$ cat src/rtl/core/r2fft_ram.sv
// generic ram, one write port, two registered read ports
module r2fft_ram #(
  parameter int WIDTH = 48,
  parameter int DEPTH = 64
) (
  input  logic                     clk,
  input  logic                     we,
  input  logic [$clog2(DEPTH)-1:0] waddr,
  input  logic [WIDTH-1:0]         wdata,
  input  logic [$clog2(DEPTH)-1:0] raddr0,
  input  logic [$clog2(DEPTH)-1:0] raddr1,
  output logic [WIDTH-1:0]         rdata0,
  output logic [WIDTH-1:0]         rdata1
);

  logic [WIDTH-1:0] mem [DEPTH];

  always_ff @(posedge clk) begin
    if (we) begin
      mem[waddr] <= wdata;
    end
    rdata0 <= mem[raddr0];
    rdata1 <= mem[raddr1];
  end

endmodule

$ cat config.mk
export PLATFORM = sky130hd
export DESIGN_NAME = r2fft_ram
export DESIGN_NICKNAME = d
export VERILOG_FILES = /design/src/rtl/core/r2fft_ram.sv
export SDC_FILE = /design/constraint.sdc
export NUM_CORES = 2
export LEC_CHECK = 0
export BUFFER_PORTS_ARGS = -buffer_cell sky130_fd_sc_hd__buf_4
export CAP_MARGIN = 10
export CORE_MARGIN = 4
export CORE_UTILIZATION = 25
export DETAILED_ROUTE_END_ITERATION = 12
export GPL_ROUTABILITY_DRIVEN = 1
export PLACE_DENSITY = 0.52
export SLEW_MARGIN = 20
export SYNTH_ARGS = -nofsm -noshare
export SYNTH_HDL_FRONTEND = slang
export SYNTH_SLANG_ARGS = --single-unit
export TNS_END_PERCENT = 30
$ cat constraint.sdc
create_clock -name clk -period 5.3 [get_ports clk]
set_clock_uncertainty 0.15 [all_clocks]
set_input_delay 0.53 -clock clk [delete_from_list [all_inputs] [get_ports clk]]
set_output_delay 0.53 -clock clk [all_outputs]
set_load 0.03 [all_outputs]
; ---- Word-level counts from Yosys, hierarchy flattened
; Memories as Yosys holds them, arrays and structs flattened. A register that Yosys moved wholly into a read port is not among the register bits.
; Index checks and enable logic that the tools add are counted.
[word_totals]
rom_bits = 0
elab_cells = 3
ff_bits = 0
ram_bits = 3072
out_inout_bits = 96
in_bits = 68
latch_bits = 0
n_memories = 1
[mem_list]
columns = memory, words, width, read_ports, rd_ports_with_merged_regs, write_ports, line
row1 = mem, 64, 48, 2, 2, 1, 16  ; logic [WIDTH-1:0] mem [DEPTH];
[classes]
reduce_logical = 0
addsub = 0
bitwise = 0
muxes = 2
n_mul = 0
shifts = 0
div = 0
n_eq_ne = 0
n_lt_le_gt_ge = 0
[op_table]
columns = operator, n
row1 = two-way mux 1 bit, 2

; ---- Depth between registers and ports, before layout
[logic_depth]
depth_word = 2
mapped_depth = 10
depth_no_buf = 5

; ---- Worst setup path before layout
; OpenSTA, ideal clock, no wires.
[synth_timing]
path_kind = input to register
start = input port waddr[3]
end = memory mem[48][0] (enable)
path_slack_ns = 0.335
required_time_ns = 4.637
stages = 4
path_buffers = 1
setup_ns = 0.513
arrival_ns = 4.302
path_cell_list = clkbuf_1 -> nor2b_1 -> nand4b_1 -> nor3_1
[synth_rtl]
columns = element, line
row1 = from (decl), 8  ; input logic [$clog2(DEPTH)-1:0] waddr,
row2 = to (decl), 16
; Straight into the memory's write port.

==> key figures <==
Run status
  – Outcome: complete, no violations

Routing
  – Routed vias: 84218
  – # DRC: 0
  – Detailed Route Iter0 Violations: 13068
  – Vias per std cell: 5.641
  – First-pass iteration count of the detailed router: 6
  – Antenna Nets Post-Route: 0
  – Drt wl/cell: 38.67 um
  – Total wire length: 577300 um

CTS
  – CTS tree: yes
  – Clock root buffer: clkbuf_16
  – Setup Fix Bufs, Post-CTS: 0
  – Clk buf depth: 4
  – Clock Sinks: 3168
  – Clock transition at the registers of the reported paths: 0.06 ns
  – Insertion delay to the later sink of the worst-skew pair: 1.02 ns
  – CTS Buf Count: 356
  – CTS resizes: 0
  – H-tree Lvls: 5

Layout
  – Fin area: 165700 um2
  – Fin util: 29.52%
  – Fraction of layout cells with a size suffix above 1: 36.57%
  – Storage element area: 94170 um2
  – Area of the multi-input gates: 44830 um2
  – Fin nets: 7182
  – Syn-to-layout area delta: 17.54%
  – Fill cells: 54127

Placed design
  – Pre-CTS WS: 1.215 ns
  – DP Wirelength: 351700 um
  – GPL Wtd Cong: 0.8277
  – Placed cell area: 153300 um2
  – # port buffers: 163

STA
  – Setup violators final: 0
  – RSZ-0062 raised after global routing: no
  – Final Hold Viols: 0
  – Relative slew slack: 17.87%
  – FMAX: 0.2993 GHz
  – Final TNS setup: 0 ns
  – Final Critical Period: 3.341 ns
  – Post-layout worst setup margin: 1.959 ns
  – Fin crit share: 63.05%
  – Slew @ Worst Pin: 1.221 ns
  – Fin. max-slew vios: 0

Logic synthesis
  – Post-synth EDFFs: 3072
  – Mapped Area: 140900 um2
  – Post-synth top cells: 3072 x edfxtp_1, 1535 x mux4_2, 336 x o22ai_1
  – Sequential fraction of the synthesis area: 66.82%
  – Netlist cell types: 48
  – Largest area contributor in the netlist: edfxtp_1
  – Synthesis warning total: 0
  – Top_reg_cell synth: edfxtp_1
  – Synth Net Count: 6806
  – Avg Synthesized Cell Area: 20.92 um2
  – Synth top area cells: edfxtp_1 65%, mux4_2 25%, o22ai_1 1.5%
  – Post-synthesis instance total: 6738
  – Top-area cell type share of the netlist area: 65.45%
  – Synth async-reset ratio: 0%
  – Top-count cell post-synth: edfxtp_1
  – Yosys reg bits: 3168

Critical path
  – Arr. time, crit path: 4.11 ns
  – Startpoint types: input pin
  – FF-to-FF Start: mem[36][47]
  – Critical path startpoint: raddr0[2]
  – Setup CP Type: input pin to register
  – Worst EP required: 6.07 ns
  – Crit path max fanout: 40
  – CP Capture Type: register
  – Reg2reg setup slack: 2.75 ns

Run
  – Max capacitance violation total: 0

Die
  – Io pins: 164
  – Die Y: 758.8 um
  – Die Wd: 758.8 um
  – FP Rows: 275
  – Core Footprint: 561200 um2
  – Initial Utilization: 25.11%
  – Die ar.: 575800 um2

Power
  – Worst vdd ir: 0.3108 mV
  – LEAKAGE: 50.02 nW
  – Pwr per Cell Area: 352.3 nW/um2

GRT
  – Grt ovf: 0
  – First-pass GRT wire length: 769900 um
  – Initial antenna violation count: 94
  – Largest net degree at the start of global routing: 91
  – GRT Overall Usage: 19.54%
  – Vias in the first global route: 84360

Min path
  – Hold_sp: raddr0[4]
  – Hold WC Path Type: input pin to register
[final timing paths]
path,cells past startpoint,end
worst min-delay path,3,rdata0[23]
worst max-delay path,7,rdata0[47]
worst min register to register,3,rdata1[43]
worst max register to register,5,rdata0[47]
[routing by layer]
| metal | track usage [%] | wire [um] | vias to the layer above |
|---|---|---|---|
| li1 | - | - | 30816 |
| met1 | 25.22 | 216400 | 46220 |
| met3 | 5.075 | 62560 | 1286 |
| met2 | 30.81 | 266800 | 5844 |
| met4 | 9.089 | 31250 | 52 |
| met5 | 0 | 362 | - |
[cell type report]
type / instances / area share [%]
inverter: 1 / 0.002266
sequential: 3168 / 56.85
antenna: 36 / 0.05438
timing repair buffer: 570 / 3.286
multi-input combinational: 3017 / 27.06
clock inverter: 208 / 1.375
tap: 7479 / 5.649
clock buffer: 450 / 5.725
[cells by family after synthesis]
logic type             synth area share [%]
multiplexers                          25.03
AO/OA/AOI/OAI                         4.622
AND/OR/NAND/NOR                       1.673
flip-flops                            66.82
buffers and inverters                 1.860
[worst max-delay path, stage by stage]
cell,delay (ns)
buf_8,0.35
buf_4,0.50
nand2b_1,0.58
o221ai_1,0.64
o21ai_0,0.19
a211oi_1,0.91
o211a_1,0.29
[state kept, by name (all words and copies together), names as in the netlist]
register / flops
mem: 3072
rdata0: 48
rdata1: 48
[cells in the final DEF (no fill, tap or decap), types with 60 or more instances in the layout]
cell	count
buf_12	79
a22oi_1	95
o221ai_1	73
clkinv_2	62
buf_4	436
o22ai_1	336
mux4_2	1535
clkinv_1	64
a221oi_1	60
nand2_1	104
a21oi_1	71
nor2_4	64
a22o_1	88
edfxtp_1	3072
clkbuf_1	74
dfxtp_1	96
clkbuf_16	358
nor2_1	73
[power breakdown]
part	switching [mW]	internal [mW]
sequential	0.359	27.7
clock	10.9	14.4
combinational	3.13	1.82
total	14.3	44.0
[per-stage QoR]
| stage | power (mW) | cells | hold slack, ns |
|---|---|---|---|
| CTS | 58.76 | 14893 | 0.04714 |
| global placement | 33.48 | 14183 | 0.7168 |
| finish | 58.36 | 14929 | 0.1197 |
| floorplan | 31.05 | 6738 | 0.4789 |
| global route | 60.00 | 14897 | 0.09469 |
| detailed placement | 33.54 | 14186 | 0.7295 |
[what timing repair did]
| action | in CTS | in global routing |
|---|---|---|
| hold buffers | 49 | 0 |
| setup endpoints to repair | 0 | 0 |
| endpoints found under the hold margin | 3008 | 0 |
No activity file was read; power rests on OpenSTA's default activity.
