$ cat src/rtl/core/r2fft_pkg.sv
// shared types, constants and twiddle lookup for the radix-2 fft unit
package r2fft_pkg;

  localparam int MaxPointsDefault = 64;
  localparam int RomLog           = 6;
  localparam int DataW            = 24;
  localparam int SampleW          = 16;
  localparam int TwW              = 17;
  localparam int ProdW            = TwW + DataW;
  localparam int SumW             = ProdW + 1;
  localparam int RoundShift       = 15;
  localparam int LgW              = 3;
  localparam int CfgIdxW          = 2;
  localparam int CfgDataW         = 8;
  localparam int BinIdxW          = 6;

  localparam logic [CfgIdxW-1:0] RegDirection = 2'd0;
  localparam logic [CfgIdxW-1:0] RegLog2      = 2'd1;

  typedef struct packed {
    logic signed [DataW-1:0] re;
    logic signed [DataW-1:0] im;
  } cplx_t;

  typedef struct packed {
    logic signed [TwW-1:0] wr;
    logic signed [TwW-1:0] wi;
  } twiddle_t;

  typedef enum logic [2:0] {
    BS_IDLE,
    BS_CAP,
    BS_M0,
    BS_M1,
    BS_M2,
    BS_M3,
    BS_M4
  } bf_step_t;

  localparam logic signed [TwW-1:0] QSin [0:16] = '{
    17'sd0,     17'sd3212,  17'sd6393,  17'sd9512,  17'sd12540, 17'sd15447,
    17'sd18205, 17'sd20788, 17'sd23170, 17'sd25330, 17'sd27246, 17'sd28899,
    17'sd30274, 17'sd31357, 17'sd32138, 17'sd32610, 17'sd32768
  };

  function automatic twiddle_t tw_lookup(logic [4:0] k, logic dir);
    logic signed [TwW-1:0] c;
    logic signed [TwW-1:0] s;
    twiddle_t w;
    if (k <= 5'd16) begin
      s = QSin[k];
      c = QSin[5'd16 - k];
    end else begin
      s = QSin[5'(6'd32 - {1'b0, k})];
      c = -QSin[5'(k - 5'd16)];
    end
    w.wr = c;
    w.wi = dir ? -s : s;
    return w;
  endfunction

endpackage

$ cat src/rtl/core/r2fft_bfly.sv
// shared butterfly datapath, one multiplier reused over four steps
module r2fft_bfly import r2fft_pkg::*; (
  input  logic     clk,
  input  bf_step_t step,
  input  cplx_t    a_in,
  input  cplx_t    x_in,
  input  twiddle_t w,
  output cplx_t    sum,
  output cplx_t    diff
);

  cplx_t                   a;
  cplx_t                   x;
  logic signed [ProdW-1:0] prod;
  logic signed [ProdW-1:0] acc;
  logic signed [DataW-1:0] tr;
  logic signed [DataW-1:0] ti;
  logic signed [TwW-1:0]   mop_w;
  logic signed [DataW-1:0] mop_x;
  logic signed [SumW-1:0]  s_re;
  logic signed [SumW-1:0]  s_im;

  always_comb begin
    case (step)
      BS_M0:   begin mop_w = w.wr; mop_x = x.re; end
      BS_M1:   begin mop_w = w.wi; mop_x = x.im; end
      BS_M2:   begin mop_w = w.wr; mop_x = x.im; end
      BS_M3:   begin mop_w = w.wi; mop_x = x.re; end
      default: begin mop_w = w.wr; mop_x = x.re; end
    endcase
  end

  // round to nearest, ties up
  assign s_re = SumW'(acc) - SumW'(prod) + SumW'(1 << (RoundShift - 1));
  assign s_im = SumW'(acc) + SumW'(prod) + SumW'(1 << (RoundShift - 1));

  always_ff @(posedge clk) begin
    prod <= mop_w * mop_x;
    case (step)
      BS_CAP: begin
        a <= a_in;
        x <= x_in;
      end
      BS_M1:   acc <= prod;
      BS_M2:   tr  <= s_re[RoundShift+DataW-1:RoundShift];
      BS_M3:   acc <= prod;
      BS_M4:   ti  <= s_im[RoundShift+DataW-1:RoundShift];
      default: ;
    endcase
  end

  assign sum.re  = a.re + tr;
  assign sum.im  = a.im + ti;
  assign diff.re = a.re - tr;
  assign diff.im = a.im - ti;

endmodule
$ cat config.mk
export PLATFORM = sky130hd
export DESIGN_NAME = r2fft_bfly
export DESIGN_NICKNAME = d
export VERILOG_FILES = /design/src/rtl/core/r2fft_pkg.sv /design/src/rtl/core/r2fft_bfly.sv
export SDC_FILE = /design/constraint.sdc
export NUM_CORES = 2
export LEC_CHECK = 0
export BUFFER_PORTS_ARGS = -buffer_cell sky130_fd_sc_hd__buf_2
export CORE_ASPECT_RATIO = 1.5
export CORE_MARGIN = 3
export CORE_UTILIZATION = 62
export CTS_CLUSTER_SIZE = 10
export DETAILED_ROUTE_END_ITERATION = 8
export HOLD_SLACK_MARGIN = 0.03
export PLACE_DENSITY = 0.82
export SYNTH_ARGS = -nofsm -noshare
export SYNTH_HDL_FRONTEND = slang
export SYNTH_SLANG_ARGS = --single-unit
$ cat constraint.sdc
create_clock -name clk -period 22.8 [get_ports clk]
set_clock_uncertainty 0.05 [all_clocks]
set_input_delay 1.14 -clock clk [delete_from_list [all_inputs] [get_ports clk]]
set_output_delay 1.14 -clock clk [all_outputs]
set_load 0.01 [all_outputs]
### After elaboration in Yosys (flattened, before gate mapping)

Cells that the tools add are included.

| storage, ports and cells | value |
|---|---|
| output and inout port bits | 96 |
| register bits | 222 |
| word-level logic and storage cells | 26 |

| operators by class | value |
|---|---|
| reduce and logical (&&, ||, !) cells | 2 |
| equality and inequality tests | 5 |
| muxes and demuxes | 2 |
| $mul | 1 |
| $add $sub $neg | 8 |

Operators with widths:

| operator | count |
|---|---|
| 39-bit by 16-bit adder with 39-bit output (second input constant) | 2 |
| 24-bit adder | 2 |
| 24-bit subtractor | 2 |
| 39-bit adder | 1 |
| 17-bit by 24-bit multiplier with 39-bit output | 1 |
| 39-bit subtractor | 1 |
| 24-bit 2-to-1 mux | 1 |
| 17-bit 2-to-1 mux | 1 |
| 3-bit equality test (second input constant) | 3 |
| 2-bit OR reduction | 2 |
| 3-bit by 1-bit equality test with 1-bit output (second input constant) | 1 |
| 3-bit by 2-bit equality test with 1-bit output (second input constant) | 1 |

### Logic depth before layout (Yosys ltp)

| logic depth | value |
|---|---|
| depth after elaboration | 4 |
| depth in mapped cells | 31 |
| mapped depth without buffers | 28 |

### Least setup slack after synthesis

OpenSTA, ideal clock, no wires.

| timing path | value |
|---|---|
| kind | input-to-reg |
| from | input step[2] |
| to | register a[0] (netlist bit) (enable) |
| required time | 22060 ps |
| path buffers | 0 |
| stages | 1 |
| arrival | 8141 ps |
| setup time | 690 ps |
| setup slack | 13919 ps |
| cell sequence | nor3b_1 |

| between the ends | value |
|---|---|
| word-level cells in the longest chain between the ends | 1 |

Ends and longest elaborated chain:

| what | line | RTL |
|---|---|---|
| start: declaration | r2fft_bfly.sv:4 | `input bf_step_t step,` |
| 3-bit by 1-bit equality test with 1-bit output | r2fft_bfly.sv:39 | `case (step)` |
| end signal: assignment | r2fft_bfly.sv:41 | `a <= a_in;` |
| end: declaration | r2fft_bfly.sv:12 | `cplx_t a;` |

No other way between the ends.
A chain may end at the register's enable or synchronous reset.

### Worst setup path in the final report

| timing path | value |
|---|---|
| from | input step[2] |
| to | register prod[37] |

| between the ends | value |
|---|---|
| word-level cells in the longest chain between the ends | 4 |
| elaborated cells on any way between the ends | 8 |
| classes of those cells | 1 x mul; 3 x eq/ne; 2 x mux; 2 x reduce/logical |

Ends and longest elaborated chain:

| what | line | RTL |
|---|---|---|
| 3-bit equality test or 3-bit by 2-bit equality test with 1-bit output (tied branches) | r2fft_bfly.sv:24 | `case (step)` |
| 2-bit OR reduction (no line) | - |  |
| 17-bit 2-to-1 mux or 24-bit 2-to-1 mux (tied branches) | r2fft_bfly.sv:24 |  |
| 17-bit by 24-bit multiplier with 39-bit output * | r2fft_bfly.sv:38 | `prod <= mop_w * mop_x;` |
| end signal: assignment | r2fft_bfly.sv:38 |  |
| end: declaration | r2fft_bfly.sv:14 | `logic signed [ProdW-1:0] prod;` |

Every way passes the cells marked *; elsewhere a longest branch is shown, timed or not.

==> results summary <==
The final count of hold timing violations is 0. The number of clock sinks came out at 222. The area growth from synthesis to layout is 9.34%. Counting the fill cells in the layout gives 3589. The initial core utilization came out at 63.1%. Of the total synthesized cell area, the portion taken by full adders, half adders and majority gates is 41.2%. The minimum clock period is 9.30 ns.

Based on the critical path, the design can be clocked at up to 0.108 GHz. Setup repair after global routing left no endpoint under its margin. The capturing element type of the critical path is a flop. The sequential fraction of the synthesis area came out at 21.5%. The aggregate negative setup slack is 0 ns. TritonCTS built the clock tree. In this run the worst hold path is classified as flop to flop.

The cell count after synthesis came out at 3076. The die area came out at 49700 um^2. The final setup violation count is 0. For this run, asynchronously set or reset flops after synthesis account for 0%. The mean area per synthesized cell is 9.47 um^2.

The library cell appearing most often on the critical path is sky130_fd_sc_hd__fa_1. The reg-to-reg setup timing slack came out at 15.44 ns. The later pin in the worst-skew pair is clocked with a latency of 0.56 ns. The global-route wire length before repair came out at 121000 um. Measured along the y axis, the die boundary spans 271 um. The tightest slew margin relative to the limit is 15.1%. The average vias per placed instance is 5.75. STA classifies the critical path startpoint as an input pin. The top cell types in the final layout, fill and taps aside, are 605 x sky130_fd_sc_hd__inv_1, 391 x sky130_fd_sc_hd__fa_1, 334 x sky130_fd_sc_hd__ha_1. The HPWL after detailed placement is 61600 um. The final worst slack came out at 13.50 ns.

The post-synthesis register bit count came out at 222. The post-synthesis net count is 3935. The initial antenna violation count is 0. The fraction of the core area covered by cells at the end of the flow is 69.0%. The number of buffers inserted by hold repair at cts is 0. The number of buffers inserted to repair setup after CTS came out at 0. Summing every instance area after synthesis gives 29100 um^2. The setup path with the least slack is of type input pin to flop.

Entering global routing, the biggest net connects 68 pins. The cell count of the worst reg-to-reg path is 20. The reg-to-reg startpoint is x[4]. The number of pins with negative max-slew slack in the final report is 0. The worst hold path was traced through 0 stages.

The xor and xnor fraction of the mapped netlist area came out at 4.84%. The number of levels in the clock H-tree is 1. In the synthesized netlist the dominant register cell turns out to be sky130_fd_sc_hd__edfxtp_1. The library cell used most frequently in the layout, excluding fill and tap cells, is sky130_fd_sc_hd__inv_1.

For hold timing, the worst endpoint is acc[22]. In this run, distinct cell masters in the synthesized netlist total 77. The number of synthesis warnings is 0.

The maximum cell stage delay along the critical path is 0.59 ns. The flow ran to the end, and the final reports show no timing, DRC or antenna violations. After Yosys synthesis, and, or, nand and nor cells account for 12.5% of the synthesized area. The floorplan die width came out at 183 um. The worst hold path begins at prod[22]. The number of I/O port buffers came out at 229. The final cycle utilization of the critical path is 40.8%. The number of top-level pins came out at 230. The total via count after detailed routing is 22398. The maximum root-to-sink buffer count is 3. 0 antenna diodes ended up in the layout. The total congestion overflow is 0.

The slowest stage of the critical path belongs to the cell sky130_fd_sc_hd__nand2_1. The first-pass detailed-route iteration total is 6. The reg-to-reg endpoint is prod[37]. The proportion of layout cells with a drive suffix above 1 came out at 10.7%. The largest fanout on the critical path came out at 51. The region available for standard cell placement spans 46100 um^2. In this run, the number of DRC markers left after iteration 0 of detailed routing was 1356.

The clock tree root driver cell is sky130_fd_sc_hd__clkbuf_16. The synthesized-area fraction occupied by ao, oa, aoi and oai cells came out at 8.62%. The DRC violation count after routing came out at 0.

The total clock buffers created by CTS came out at 28. The slew at the pin closest to its max-slew limit came out at 1.24 ns. Global routing used 30.7% of the available tracks across all layers. At the end of routability-driven placement, the weighted congestion stood at 1.03. The post-place setup slack came out at 13.12 ns. After synthesis, the largest family of logic cells by area is adder cells. Dividing the detail-routed wire length by the instance count gives 19.3 um. The data required time of the worst path is 23.20 ns. The clock transition at the registers of the reported paths came out at 0.05 ns. The number of routed nets with antenna violations came out at 0.

The total length of routed wires is 75200 um. After clock tree synthesis, the repair step resized 0 gates. The data arrival at the endpoint of the critical path is 9.70 ns.

The portion of netlist area occupied by mux cells came out at 2.42%. The number of flops mapped to enable cells by yosys is 183. At the end of the flow, the number of nets in the layout was 4141. The floorplan row count is 96.

The number of violations of the max-capacitance limit came out at 0. The number of global-route vias before repair came out at 24352.
-- flip-flops by register name (all words and copies together), names as in the netlist --
| register | count |
|---|---|
| acc | 39 |
| ti | 24 |
| tr | 24 |
| a | 48 |
| prod | 39 |
| x | 48 |
-- critical path, delay by kind of cell --
family          cells  cell delay, ns
xor+xnor            2            0.32
buf+inv             8            1.16
simple gates        5            1.77
fa+ha+maj           7            3.57
compound gates      5            1.63
-- cell type report --
type	instances	area, um^2	share of cell area, %
Inverter	606	2270	7.14
Clock inverter	5	86.3	0.271
Multi-Input combinational cell	2169	20300	63.7
Timing Repair Buffer	255	1340	4.21
Tap cell	588	736	2.31
Sequential cell	222	6280	19.7
Clock buffer	47	835	2.62
-- worst max-delay path by stage --
stage | startpoint | endpoint | slack, ns | cells past startpoint
after floorplan | step[2] | a[0] | 13.92 | 1
after global placement | step[2] | prod[37] | 13.44 | 27
after detailed placement | step[2] | prod[37] | 13.12 | 27
after CTS | step[2] | prod[37] | 13.65 | 27
after global routing | step[2] | prod[37] | 13.09 | 27
final | step[2] | prod[37] | 13.50 | 27
-- metal layers --
layer  track usage [%]  vias up  routed length, um
li1                  -    10243                  -
met1              33.6    10893              26400
met2              56.7      973              38800
met3              4.01      289               4760
met4              17.4        0               5140
met5                 0        -                  0
-- stage by stage --
stage	std cells	hold WS (ns)	area, um^2
after floorplan	3076	0.378	29100
after global placement	3840	0.401	30900
after detailed placement	3840	0.409	30900
after CTS	3892	0.421	31800
after global routing	3892	0.434	31800
final	3892	0.417	31800
-- cell usage after synthesis (25+ instances only) --
master	number	area (um^2)
sky130_fd_sc_hd__o21ai_0	50	250
sky130_fd_sc_hd__ha_1	334	4180
sky130_fd_sc_hd__fa_1	391	7830
sky130_fd_sc_hd__xnor2_1	118	1030
sky130_fd_sc_hd__nand3_1	33	165
sky130_fd_sc_hd__inv_1	606	2270
sky130_fd_sc_hd__a21oi_1	117	586
sky130_fd_sc_hd__mux2i_1	41	410
sky130_fd_sc_hd__dfxtp_1	39	781
sky130_fd_sc_hd__xor2_1	43	377
sky130_fd_sc_hd__a21o_1	36	270
sky130_fd_sc_hd__nor3_1	38	190
sky130_fd_sc_hd__clkbuf_1	69	259
sky130_fd_sc_hd__edfxtp_1	183	5500
sky130_fd_sc_hd__nand2_1	325	1220
sky130_fd_sc_hd__nor2_1	306	1150
sky130_fd_sc_hd__mux2_2	25	282
-- cells by family (layout without fill, tap and decap cells) --
family          after synthesis  in the layout
compound gates              375            375
simple gates                841            841
xor+xnor                    161            161
flops                       222            222
fa+ha+maj                   725            725
mux                          67             67
buf+inv                     685            913
Power is not shown: default switching activity piles up to over one toggle a cycle in this logic, so the estimate is an artifact.
